[src/rtl/cal_pkg.sv]
`timescale 1ns / 1ps
// Shared types, codes and constants for the calendar date counter.
// No dependencies; every other file in rtl/ refers to this package.

package cal_pkg;

    // Default widths of the year register and the day-count register.
    localparam int YEAR_BITS_DEF  = 12;
    localparam int COUNT_BITS_DEF = 16;

    // Operation codes carried in the func field.
    localparam logic [1:0] FN_SET = 2'd0;
    localparam logic [1:0] FN_INC = 2'd1;
    localparam logic [1:0] FN_ADD = 2'd2;

    // Status codes returned with every result.
    localparam logic [1:0] ST_OK        = 2'd0;
    localparam logic [1:0] ST_BAD_MONTH = 2'd1;
    localparam logic [1:0] ST_BAD_YEAR  = 2'd2;
    localparam logic [1:0] ST_BAD_DAY   = 2'd3;

    // Limits checked on a set operation.
    localparam logic [3:0]  MONTH_MAX = 4'd12;
    localparam logic [11:0] YEAR_MIN  = 12'd1900;
    localparam logic [11:0] YEAR_MAX  = 12'd2100;

    // Date after reset.
    localparam logic [3:0] RST_MONTH = 4'd1;
    localparam logic [4:0] RST_DAY   = 5'd1;
    localparam int         RST_YEAR  = 1900;

    // Input beat.
    typedef struct packed {
        logic [1:0]  func;
        logic [3:0]  new_month;
        logic [4:0]  new_day;
        logic [11:0] new_year;
        logic [15:0] day_count;
    } t_in_item;

    // Output beat.
    typedef struct packed {
        logic [3:0]  cur_month;
        logic [4:0]  cur_day;
        logic [11:0] cur_year;
        logic [1:0]  status;
    } t_out_item;

    // Commands from the controller to the datapath.
    typedef struct packed {
        logic accept;    // an input beat is taken this cycle
        logic step;      // advance the date by one month-sized step
        logic out_load;  // capture the next date into the output register
    } t_cal_cmd;

    // Status from the datapath to the controller.
    typedef struct packed {
        logic immediate; // the offered beat finishes without any step
        logic last_step; // the pending step completes the advance
    } t_cal_sts;

    // Length of a month; an out-of-range month reads as 31.
    function automatic logic [4:0] days_in(input logic [3:0] month, input logic leap);
        logic [4:0] len;
        len = 5'd31;
        case (month)
            4'd2:    len = leap ? 5'd29 : 5'd28;
            4'd4:    len = 5'd30;
            4'd6:    len = 5'd30;
            4'd9:    len = 5'd30;
            4'd11:   len = 5'd30;
            default: len = 5'd31;
        endcase
        return len;
    endfunction

endpackage

[src/rtl/cal_ctrl.sv]
`timescale 1ns / 1ps
// Controller of the calendar date counter: idle/run sequencing and output valid.
// Depends on cal_pkg.

module cal_ctrl (
    input  logic              i_clk,
    input  logic              i_rst_n,
    input  logic              i_in_valid,
    output logic              o_in_ready,
    output logic              o_out_valid,
    input  logic              i_out_ready,
    input  cal_pkg::t_cal_sts i_sts,
    output cal_pkg::t_cal_cmd o_cmd
);

    typedef enum logic [1:0] {
        S_IDLE = 2'b01,
        S_RUN  = 2'b10
    } t_state;

    t_state r_state, n_state;
    logic   r_out_valid, n_out_valid;
    logic   w_out_free;
    logic   w_accept;
    logic   w_idle;
    logic   w_run;

    // The output register can take a new beat when empty or being drained.
    assign w_out_free = !r_out_valid || i_out_ready;

    // An advance beat may be taken while an older result still waits.
    always_comb begin
        w_idle = 1'b0;
        w_run  = 1'b0;
        unique case (r_state)
            S_IDLE:  w_idle = 1'b1;
            S_RUN:   w_run  = 1'b1;
            default: w_idle = 1'b0;
        endcase
    end

    assign o_in_ready = w_idle && (w_out_free || !i_sts.immediate);
    assign w_accept   = i_in_valid && o_in_ready;

    // Commands to the datapath; the last step waits for room at the output.
    always_comb begin
        o_cmd.accept   = w_accept;
        o_cmd.step     = w_run && (!i_sts.last_step || w_out_free);
        o_cmd.out_load = (w_accept && i_sts.immediate)
                       || (w_run && i_sts.last_step && w_out_free);
    end

    // Next state and output valid.
    always_comb begin
        n_state = r_state;
        unique case (r_state)
            S_IDLE: begin
                if (w_accept && !i_sts.immediate) begin
                    n_state = S_RUN;
                end
            end
            S_RUN: begin
                if (i_sts.last_step && w_out_free) begin
                    n_state = S_IDLE;
                end
            end
            default: n_state = S_IDLE;
        endcase

        n_out_valid = r_out_valid;
        if (o_cmd.out_load) begin
            n_out_valid = 1'b1;
        end else if (i_out_ready) begin
            n_out_valid = 1'b0;
        end
    end

    always_ff @(posedge i_clk) begin
        if (!i_rst_n) begin
            r_state     <= S_IDLE;
            r_out_valid <= 1'b0;
        end else begin
            r_state     <= n_state;
            r_out_valid <= n_out_valid;
        end
    end

    assign o_out_valid = r_out_valid;

endmodule

[src/rtl/cal_dp.sv]
`timescale 1ns / 1ps
// Datapath of the calendar date counter: date registers, leap tracking,
// set checking, month stepping and the output register. Depends on cal_pkg.

module cal_dp #(
    parameter int COUNT_BITS = cal_pkg::COUNT_BITS_DEF,
    parameter int YEAR_BITS  = cal_pkg::YEAR_BITS_DEF
) (
    input  logic               i_clk,
    input  logic               i_rst_n,
    input  cal_pkg::t_in_item  i_item,
    input  cal_pkg::t_cal_cmd  i_cmd,
    output cal_pkg::t_cal_sts  o_sts,
    output cal_pkg::t_out_item o_out
);

    localparam int CW = (COUNT_BITS > 5) ? COUNT_BITS : 5;

    // Date state, with the year's remainders by 400 and by 100 kept alongside.
    logic [3:0]            r_month, n_month;
    logic [4:0]            r_day, n_day;
    logic [YEAR_BITS-1:0]  r_year, n_year;
    logic [8:0]            r_mod400, n_mod400;
    logic [6:0]            r_mod100, n_mod100;
    logic [COUNT_BITS-1:0] r_rem, n_rem;
    logic [1:0]            n_status;
    cal_pkg::t_out_item    r_out;

    logic                  w_leap;
    logic [4:0]            w_len;
    logic [4:0]            w_room;
    logic [CW-1:0]         w_rem_x;
    logic [CW-1:0]         w_room_x;
    logic [CW-1:0]         w_rem_sub;
    logic                  w_last;
    logic [31:0]           w_cnt_ext;
    logic [COUNT_BITS-1:0] w_cnt;

    logic                  w_month_ok;
    logic                  w_year_ok;
    logic                  w_set_leap;
    logic [4:0]            w_set_len;
    logic                  w_day_ok;
    logic [1:0]            w_chk;
    logic [11:0]           w_t400;
    logic [11:0]           w_t100;
    logic [11:0]           w_m400;
    logic [11:0]           w_m100;

    // Leap year by the 400/100/4 rule on the wrapped year.
    assign w_leap = (r_mod400 == 9'd0) || ((r_mod100 != 7'd0) && (r_year[1:0] == 2'b00));

    // Days left in the current month, and whether the remaining count ends here.
    assign w_len     = cal_pkg::days_in(r_month, w_leap);
    assign w_room    = (r_day < w_len) ? (w_len - r_day) : 5'd0;
    assign w_rem_x   = CW'(r_rem);
    assign w_room_x  = CW'(w_room);
    assign w_last    = (w_rem_x <= w_room_x);
    assign w_rem_sub = w_rem_x - w_room_x - CW'(1);

    // Only the low COUNT_BITS bits of the count take part.
    assign w_cnt_ext = {16'd0, i_item.day_count};
    assign w_cnt     = w_cnt_ext[COUNT_BITS-1:0];

    // Checks on a set beat: month first, then year, then day.
    assign w_month_ok = (i_item.new_month != 4'd0) && (i_item.new_month <= cal_pkg::MONTH_MAX);
    assign w_year_ok  = (i_item.new_year >= cal_pkg::YEAR_MIN)
                     && (i_item.new_year <= cal_pkg::YEAR_MAX);
    // Within 1900..2100 the only century years that are not leap are the two ends.
    assign w_set_leap = (i_item.new_year[1:0] == 2'b00)
                     && (i_item.new_year != cal_pkg::YEAR_MIN)
                     && (i_item.new_year != cal_pkg::YEAR_MAX);
    assign w_set_len  = cal_pkg::days_in(i_item.new_month, w_set_leap);
    assign w_day_ok   = (i_item.new_day != 5'd0) && (i_item.new_day <= w_set_len);

    always_comb begin
        if (!w_month_ok) begin
            w_chk = cal_pkg::ST_BAD_MONTH;
        end else if (!w_year_ok) begin
            w_chk = cal_pkg::ST_BAD_YEAR;
        end else if (!w_day_ok) begin
            w_chk = cal_pkg::ST_BAD_DAY;
        end else begin
            w_chk = cal_pkg::ST_OK;
        end
    end

    // Remainders of a valid set year, which lies in 1900..2100.
    assign w_t400 = i_item.new_year - 12'd1600;
    assign w_m400 = (w_t400 >= 12'd400) ? (w_t400 - 12'd400) : w_t400;
    assign w_t100 = i_item.new_year - 12'd1900;
    always_comb begin
        if (w_t100 >= 12'd200) begin
            w_m100 = w_t100 - 12'd200;
        end else if (w_t100 >= 12'd100) begin
            w_m100 = w_t100 - 12'd100;
        end else begin
            w_m100 = w_t100;
        end
    end

    // Status toward the controller.
    always_comb begin
        o_sts.immediate = !((i_item.func == cal_pkg::FN_INC)
                          || ((i_item.func == cal_pkg::FN_ADD) && (w_cnt != '0)));
        o_sts.last_step = w_last;
    end

    // Next date: load on a good set, otherwise one step per step command.
    always_comb begin
        n_month  = r_month;
        n_day    = r_day;
        n_year   = r_year;
        n_mod400 = r_mod400;
        n_mod100 = r_mod100;
        n_rem    = r_rem;
        n_status = cal_pkg::ST_OK;

        if (i_cmd.accept) begin
            case (i_item.func)
                cal_pkg::FN_SET: begin
                    n_status = w_chk;
                    if (w_chk == cal_pkg::ST_OK) begin
                        n_month  = i_item.new_month;
                        n_day    = i_item.new_day;
                        n_year   = YEAR_BITS'(i_item.new_year);
                        n_mod400 = w_m400[8:0];
                        n_mod100 = w_m100[6:0];
                    end
                end
                cal_pkg::FN_INC: n_rem = COUNT_BITS'(1);
                cal_pkg::FN_ADD: n_rem = w_cnt;
                default:         n_rem = r_rem;
            endcase
        end

        if (i_cmd.step) begin
            if (w_last) begin
                n_day = r_day + w_rem_x[4:0];
                n_rem = '0;
            end else begin
                n_rem = w_rem_sub[COUNT_BITS-1:0];
                n_day = 5'd1;
                if (r_month < cal_pkg::MONTH_MAX) begin
                    n_month = r_month + 4'd1;
                end else begin
                    n_month = 4'd1;
                    if (&r_year) begin
                        // The year counter wraps to zero, a leap year.
                        n_year   = '0;
                        n_mod400 = 9'd0;
                        n_mod100 = 7'd0;
                    end else begin
                        n_year   = r_year + YEAR_BITS'(1);
                        n_mod400 = (r_mod400 == 9'd399) ? 9'd0 : (r_mod400 + 9'd1);
                        n_mod100 = (r_mod100 == 7'd99) ? 7'd0 : (r_mod100 + 7'd1);
                    end
                end
            end
        end
    end

    // Date state registers.
    always_ff @(posedge i_clk) begin
        if (!i_rst_n) begin
            r_month  <= cal_pkg::RST_MONTH;
            r_day    <= cal_pkg::RST_DAY;
            r_year   <= YEAR_BITS'(cal_pkg::RST_YEAR);
            r_mod400 <= 9'd300;
            r_mod100 <= 7'd0;
            r_rem    <= '0;
        end else begin
            r_month  <= n_month;
            r_day    <= n_day;
            r_year   <= n_year;
            r_mod400 <= n_mod400;
            r_mod100 <= n_mod100;
            r_rem    <= n_rem;
        end
    end

    // Output register holds the finished beat until it is taken.
    always_ff @(posedge i_clk) begin
        if (i_cmd.out_load) begin
            r_out.cur_month <= n_month;
            r_out.cur_day   <= n_day;
            r_out.cur_year  <= n_year[11:0];
            r_out.status    <= n_status;
        end
    end

    assign o_out = r_out;

endmodule

[src/rtl/calendar_date_counter_unit.sv]
`timescale 1ns / 1ps
// Top level of the calendar date counter: controller plus datapath.
// Depends on cal_pkg, cal_ctrl and cal_dp.
//
// Usage:
//   Input channel (i_in_valid / o_in_ready / i_in_data) carries one operation
//   per beat: set a date, advance one day, or advance by day_count days.
//   Output channel (o_out_valid / i_out_ready / o_out_data) returns exactly
//   one beat per input beat: the date after the operation and a status.
//   A set, an unused func code, or an add of zero days is finished at the
//   accepting edge; its result is valid in the next cycle.
//   An advance steps through whole months, one month boundary per cycle:
//   the month-stepping loop in the datapath crosses month ends until the
//   remaining count ends inside the current month. One item is in work at
//   a time.
//   The output register parts the two sides: while a result waits, an
//   advance beat is still accepted and worked; a beat that would finish at
//   once, or the last step of an advance, waits until the output drains.
//   Reset (synchronous, active low) sets the date to January 1, 1900 and
//   empties the output register.

module calendar_date_counter_unit #(
    parameter int COUNT_BITS = cal_pkg::COUNT_BITS_DEF,
    parameter int YEAR_BITS  = cal_pkg::YEAR_BITS_DEF
) (
    input  logic               i_clk,
    input  logic               i_rst_n,
    input  logic               i_in_valid,
    output logic               o_in_ready,
    input  cal_pkg::t_in_item  i_in_data,
    output logic               o_out_valid,
    input  logic               i_out_ready,
    output cal_pkg::t_out_item o_out_data
);

    cal_pkg::t_cal_cmd w_cmd;
    cal_pkg::t_cal_sts w_sts;

    // Sequencing of accept, month steps and output capture.
    cal_ctrl u_ctrl (
        .i_clk       (i_clk),
        .i_rst_n     (i_rst_n),
        .i_in_valid  (i_in_valid),
        .o_in_ready  (o_in_ready),
        .o_out_valid (o_out_valid),
        .i_out_ready (i_out_ready),
        .i_sts       (w_sts),
        .o_cmd       (w_cmd)
    );

    // Date registers and arithmetic.
    cal_dp #(
        .COUNT_BITS (COUNT_BITS),
        .YEAR_BITS  (YEAR_BITS)
    ) u_dp (
        .i_clk   (i_clk),
        .i_rst_n (i_rst_n),
        .i_item  (i_in_data),
        .i_cmd   (w_cmd),
        .o_sts   (w_sts),
        .o_out   (o_out_data)
    );

    // A result beat always carries a well-formed month and a nonzero day.
    a_out_date_sane: assert property (@(posedge i_clk) disable iff (!i_rst_n)
        o_out_valid |-> (o_out_data.cur_month != 4'd0)
                     && (o_out_data.cur_month <= cal_pkg::MONTH_MAX)
                     && (o_out_data.cur_day != 5'd0))
        else $error("output date out of range");

    // A beat that finishes at once shows its result in the next cycle.
    a_immediate_result: assert property (@(posedge i_clk) disable iff (!i_rst_n)
        (i_in_valid && o_in_ready && w_sts.immediate) |=> o_out_valid)
        else $error("immediate result not presented");

    // While an advance is in work no further beat is taken.
    a_busy_blocks_input: assert property (@(posedge i_clk) disable iff (!i_rst_n)
        (i_in_valid && o_in_ready && !w_sts.immediate) |=> !o_in_ready)
        else $error("input taken during an advance");

    // A month step and an input accept never share a cycle.
    a_step_excludes_accept: assert property (@(posedge i_clk) disable iff (!i_rst_n)
        !(w_cmd.step && w_cmd.accept))
        else $error("step and accept in the same cycle");

endmodule
[config.mk]
export PLATFORM = sky130hd
export DESIGN_NAME = calendar_date_counter_unit
export DESIGN_NICKNAME = d
export VERILOG_FILES = /design/src/rtl/cal_pkg.sv /design/src/rtl/cal_ctrl.sv /design/src/rtl/cal_dp.sv /design/src/rtl/calendar_date_counter_unit.sv
export SDC_FILE = /design/constraint.sdc
export NUM_CORES = 1
export LEC_CHECK = 0
export BUFFER_PORTS_ARGS = -buffer_cell sky130_fd_sc_hd__clkbuf_2
export CORE_UTILIZATION = 54
export DETAILED_ROUTE_END_ITERATION = 16
export PLACE_DENSITY = 0.82
export SLEW_MARGIN = 20
export SYNTH_ARGS = -nofsm -noshare
export SYNTH_HDL_FRONTEND = slang
export SYNTH_SLANG_ARGS = --single-unit
[constraint.sdc]
create_clock -name i_clk -period 5.8 [get_ports i_clk]
set_clock_uncertainty 0.1 [all_clocks]
set_input_delay 1.16 -clock i_clk [delete_from_list [all_inputs] [get_ports i_clk]]
set_output_delay 1.16 -clock i_clk [all_outputs]
set_load 0.05 [all_outputs]
==> results_dict.tcl <==
set metrics [dict create \
    status "complete, no violations" \
    worst_path_max_delay_cell "o21ai_1" \
    dp_hpwl_microns 10860 \
    hold_class "register to register" \
    fin_nets 811 \
    detail-route-antenna-nets 0 \
    maxSlewViolCount 0 \
    start_util_pct 56.54 \
    ys.flop_type "dfxtp_1" \
    max_freq_mhz 208.2 \
    critical_path_class "register to register" \
    dr.pass1.iters 5 \
    cts.repair.resized 0 \
    crit_fanout 12 \
    clockBufferDepth 2 \
    floorplan.core_area_sq_um 9910 \
    grt_antenna_before_repair 0 \
    max-cap-violations 0 \
    cpMostUsedCell "nand3_1" \
    irDropWorstVdd_mv 0.1456 \
    htree_levels 3 \
    leakage_nw 2.545 \
    fin_hold_ws_ns 0.3728 \
    synth_top_area_share_pct 20.01 \
    yosysSeqAreaShare_pct 32.34 \
    die_x_microns 103.9 \
    fin_setup_tns_ns 0 \
    layout-drive-gt1-share_pct 15.32 \
    required_ns 5.80 \
    clock_sinks 79 \
    worst_setup_path_end_kind "register" \
    path_delay_family "compound AO/OA/AOI/OAI gates" \
    cts_setup_buffers 0 \
    cts-root-buf "clkbuf_8" \
    rsz0062_at_grt "no" \
    via_per_inst 6.413 \
    worst_slew_pin_slew_ns 1.106 \
    synth_top_area_cell "dfxtp_1" \
    clock_latency_ns 0.36 \
    fill_cells 856 \
    rr_startpoint "u_dp.r_mod100[3]" \
    yosysWarnings 0 \
    power.total_w 0.001347 \
    synthToLayoutAreaGrowth_pct 12.04 \
    die_y_microns 103.9 \
    setup_viol 0 \
    postCtsHoldBufs 0 \
    cts_tree "done" \
    globalplace.congestion 0.9268 \
    place_area_sq_um 6032 \
    die-area_sq_um 10790 \
    routed-via-count 5541 \
    rows 36 \
    synth.area.top_cells "dfxtp_1 20%, edfxtp_1 12%, ha_1 8.7%" \
    min_period_ns 4.803 \
    crit_path_start "u_dp.r_mod100[3]" \
    syn-num-nets 754 \
    path_buf_inv 1 \
    grt_max_degree 34 \
    ys_ff_latch 79 \
    stdcell_area_sq_um 6277 \
    crit_arrival_ns 4.80 \
    min_from "u_dp.r_rem[7]" \
    ys_async_sr_fraction_pct 0 \
    drc_errors 0 \
    synth_cells 669 \
    netlist_area_sq_um 5603 \
    io_pins 68 \
    hold_viol 0 \
    io_buffers 67 \
    overflow 0 \
    grt_use_total_pct 27.40 \
    critPathMaxStageDelay_ns 0.87 \
    clkTransAtPathRegs_ns 0.09 \
    synth_cell_types 72 \
    critPathLaunchType "register" \
    drtIter0Drc 451 \
    maxSlewHeadroom_pct 25.76 \
    synth-edff-count 23 \
    avgSynthCellArea_sq_um 8.375 \
    cp_cell_sequence "nor3_1 -> nand3_1 -> a32oi_1 -> nand3_1 -> nand3_1 -> ha_1 -> inv_1 -> fa_1 -> nor2_1 -> mux2_2 -> ha_1 -> or2_2 -> o221a_2 -> o21ai_1 -> nor3_1 -> o21ai_0 -> nand2_1" \
    wl_per_cell_microns 17.05 \
    totalWireLength_microns 14730 \
    post-route-period-util_pct 82.82 \
    antenna_cells 0 \
    grt_pass1_vias 5156 \
    cts-buffers-inserted 9 \
    grt_pass1_wl_microns 24270 \
    pwr_density_cell_nw_per_um2 214.6 \
]
[power breakdown]
group / internal, W / leakage [nW] / switching (W) / total, W
registers: 0.000584 / 0.648 / 0.0000135 / 0.000597
logic: 0.0000874 / 1.78 / 0.000157 / 0.000244
clock network: 0.000290 / 0.119 / 0.000215 / 0.000505
[per-stage QoR]
stage	setup WS [ns]	util, %	instances
final	0.9965	63.35	864
after floorplan	1.424	-	669
after global routing	0.6815	63.35	864
after CTS	1.066	63.35	864
after global placement	1.048	60.87	848
after detailed placement	0.9865	60.87	848
[logic make-up after synthesis]
kind of cell / after synthesis / share of synthesized area (%)
buffers and inverters: 61 / 4.488
AO/OA/AOI/OAI: 192 / 23.36
multiplexers: 12 / 2.189
AND/OR/NAND/NOR: 254 / 23.31
XOR/XNOR: 29 / 4.533
flip-flops: 79 / 32.34
adder cells (fa/ha/maj): 42 / 9.781
[registers in the layout, indices dropped and copies added, names as in the netlist, 2 cells and up]
signal,flops
u_dp.r_mod400,9
u_dp.r_rem,16
u_dp.r_mod100,7
u_ctrl.r_state,2
u_dp.r_day,5
u_dp.r_month,4
u_dp.r_year,12
u_dp.o_out,23
[cell type report]
class,count,area (sq um),share of cell area [%]
well taps,133,166.4,2.651
multi-input cells,529,3546,56.49
clock buffers,10,127.6,2.033
repair buffers,73,380.4,6.059
clock inverters,6,117.6,1.874
inverters,34,127.6,2.033
flip-flops and latches,79,1812,28.86
[worst register-to-register path: cells and delay by family, from the launching register on]
family / cells / cell delay, ns
compound gates: 4 / 1.63
simple gates: 8 / 1.25
fa+ha+maj: 3 / 0.81
flops: 1 / 0.35
mux: 1 / 0.34
buf+inv: 1 / 0.06
[metal layers]
layer	part of all wire, %	global-route usage, %	vias up
li1	-	-	2594
met1	42	36.41	2584
met2	46	43.90	319
met3	9.1	5.075	44
met4	2.8	11.12	0
met5	0	0	-
[synth_stat cells (4+ instances only)]
cell type,count
o221ai_1,5
a32oi_1,5
inv_1,34
or3_1,4
nor2b_1,9
a211o_1,5
o22a_1,4
edfxtp_1,23
xor2_1,6
o31ai_1,4
nor4_1,8
o211ai_1,8
a31oi_1,10
a21o_1,8
a21oi_1,51
nand2_1,66
nor2_1,46
o21ai_1,4
mux2i_1,10
xnor2_1,23
clkbuf_1,15
and2_1,8
a221oi_1,9
a211oi_1,6
nor3_1,21
nand4_1,8
nand3_1,28
buf_2,9
o21a_1,4
or2_2,6
ha_1,39
and3_1,14
o21ai_0,35
nand2b_1,13
dfxtp_1,56
o22ai_1,6
[layout by cell type (no fill, tap or decap), drive strengths merged, types with 9 or more instances in the layout]
| cell type | Yosys | routed |
|---|---|---|
| nand2b | 13 | 13 |
| a21oi | 51 | 51 |
| nand3 | 28 | 28 |
| a31oi | 11 | 11 |
| edfxtp | 23 | 23 |
| xnor2 | 23 | 23 |
| a221oi | 9 | 9 |
| nor3 | 24 | 24 |
| and3 | 14 | 14 |
| inv | 34 | 34 |
| dfxtp | 56 | 56 |
| clkbuf | 15 | 77 |
| nor2b | 9 | 9 |
| ha | 39 | 39 |
| mux2i | 10 | 10 |
| nor2 | 46 | 46 |
| o21ai | 39 | 39 |
| nand2 | 66 | 66 |
[path summary, 6_finish.rpt]
path | to | slack, ns | cells past startpoint
max reg2reg | u_dp.o_out[21] | 1.0 | 17
max | u_dp.o_out[21] | 1.0 | 17
min | u_dp.r_rem[7] | 0.37 | 2
min reg2reg | u_dp.r_rem[7] | 0.37 | 2
Power figures use the tool's default switching activity.
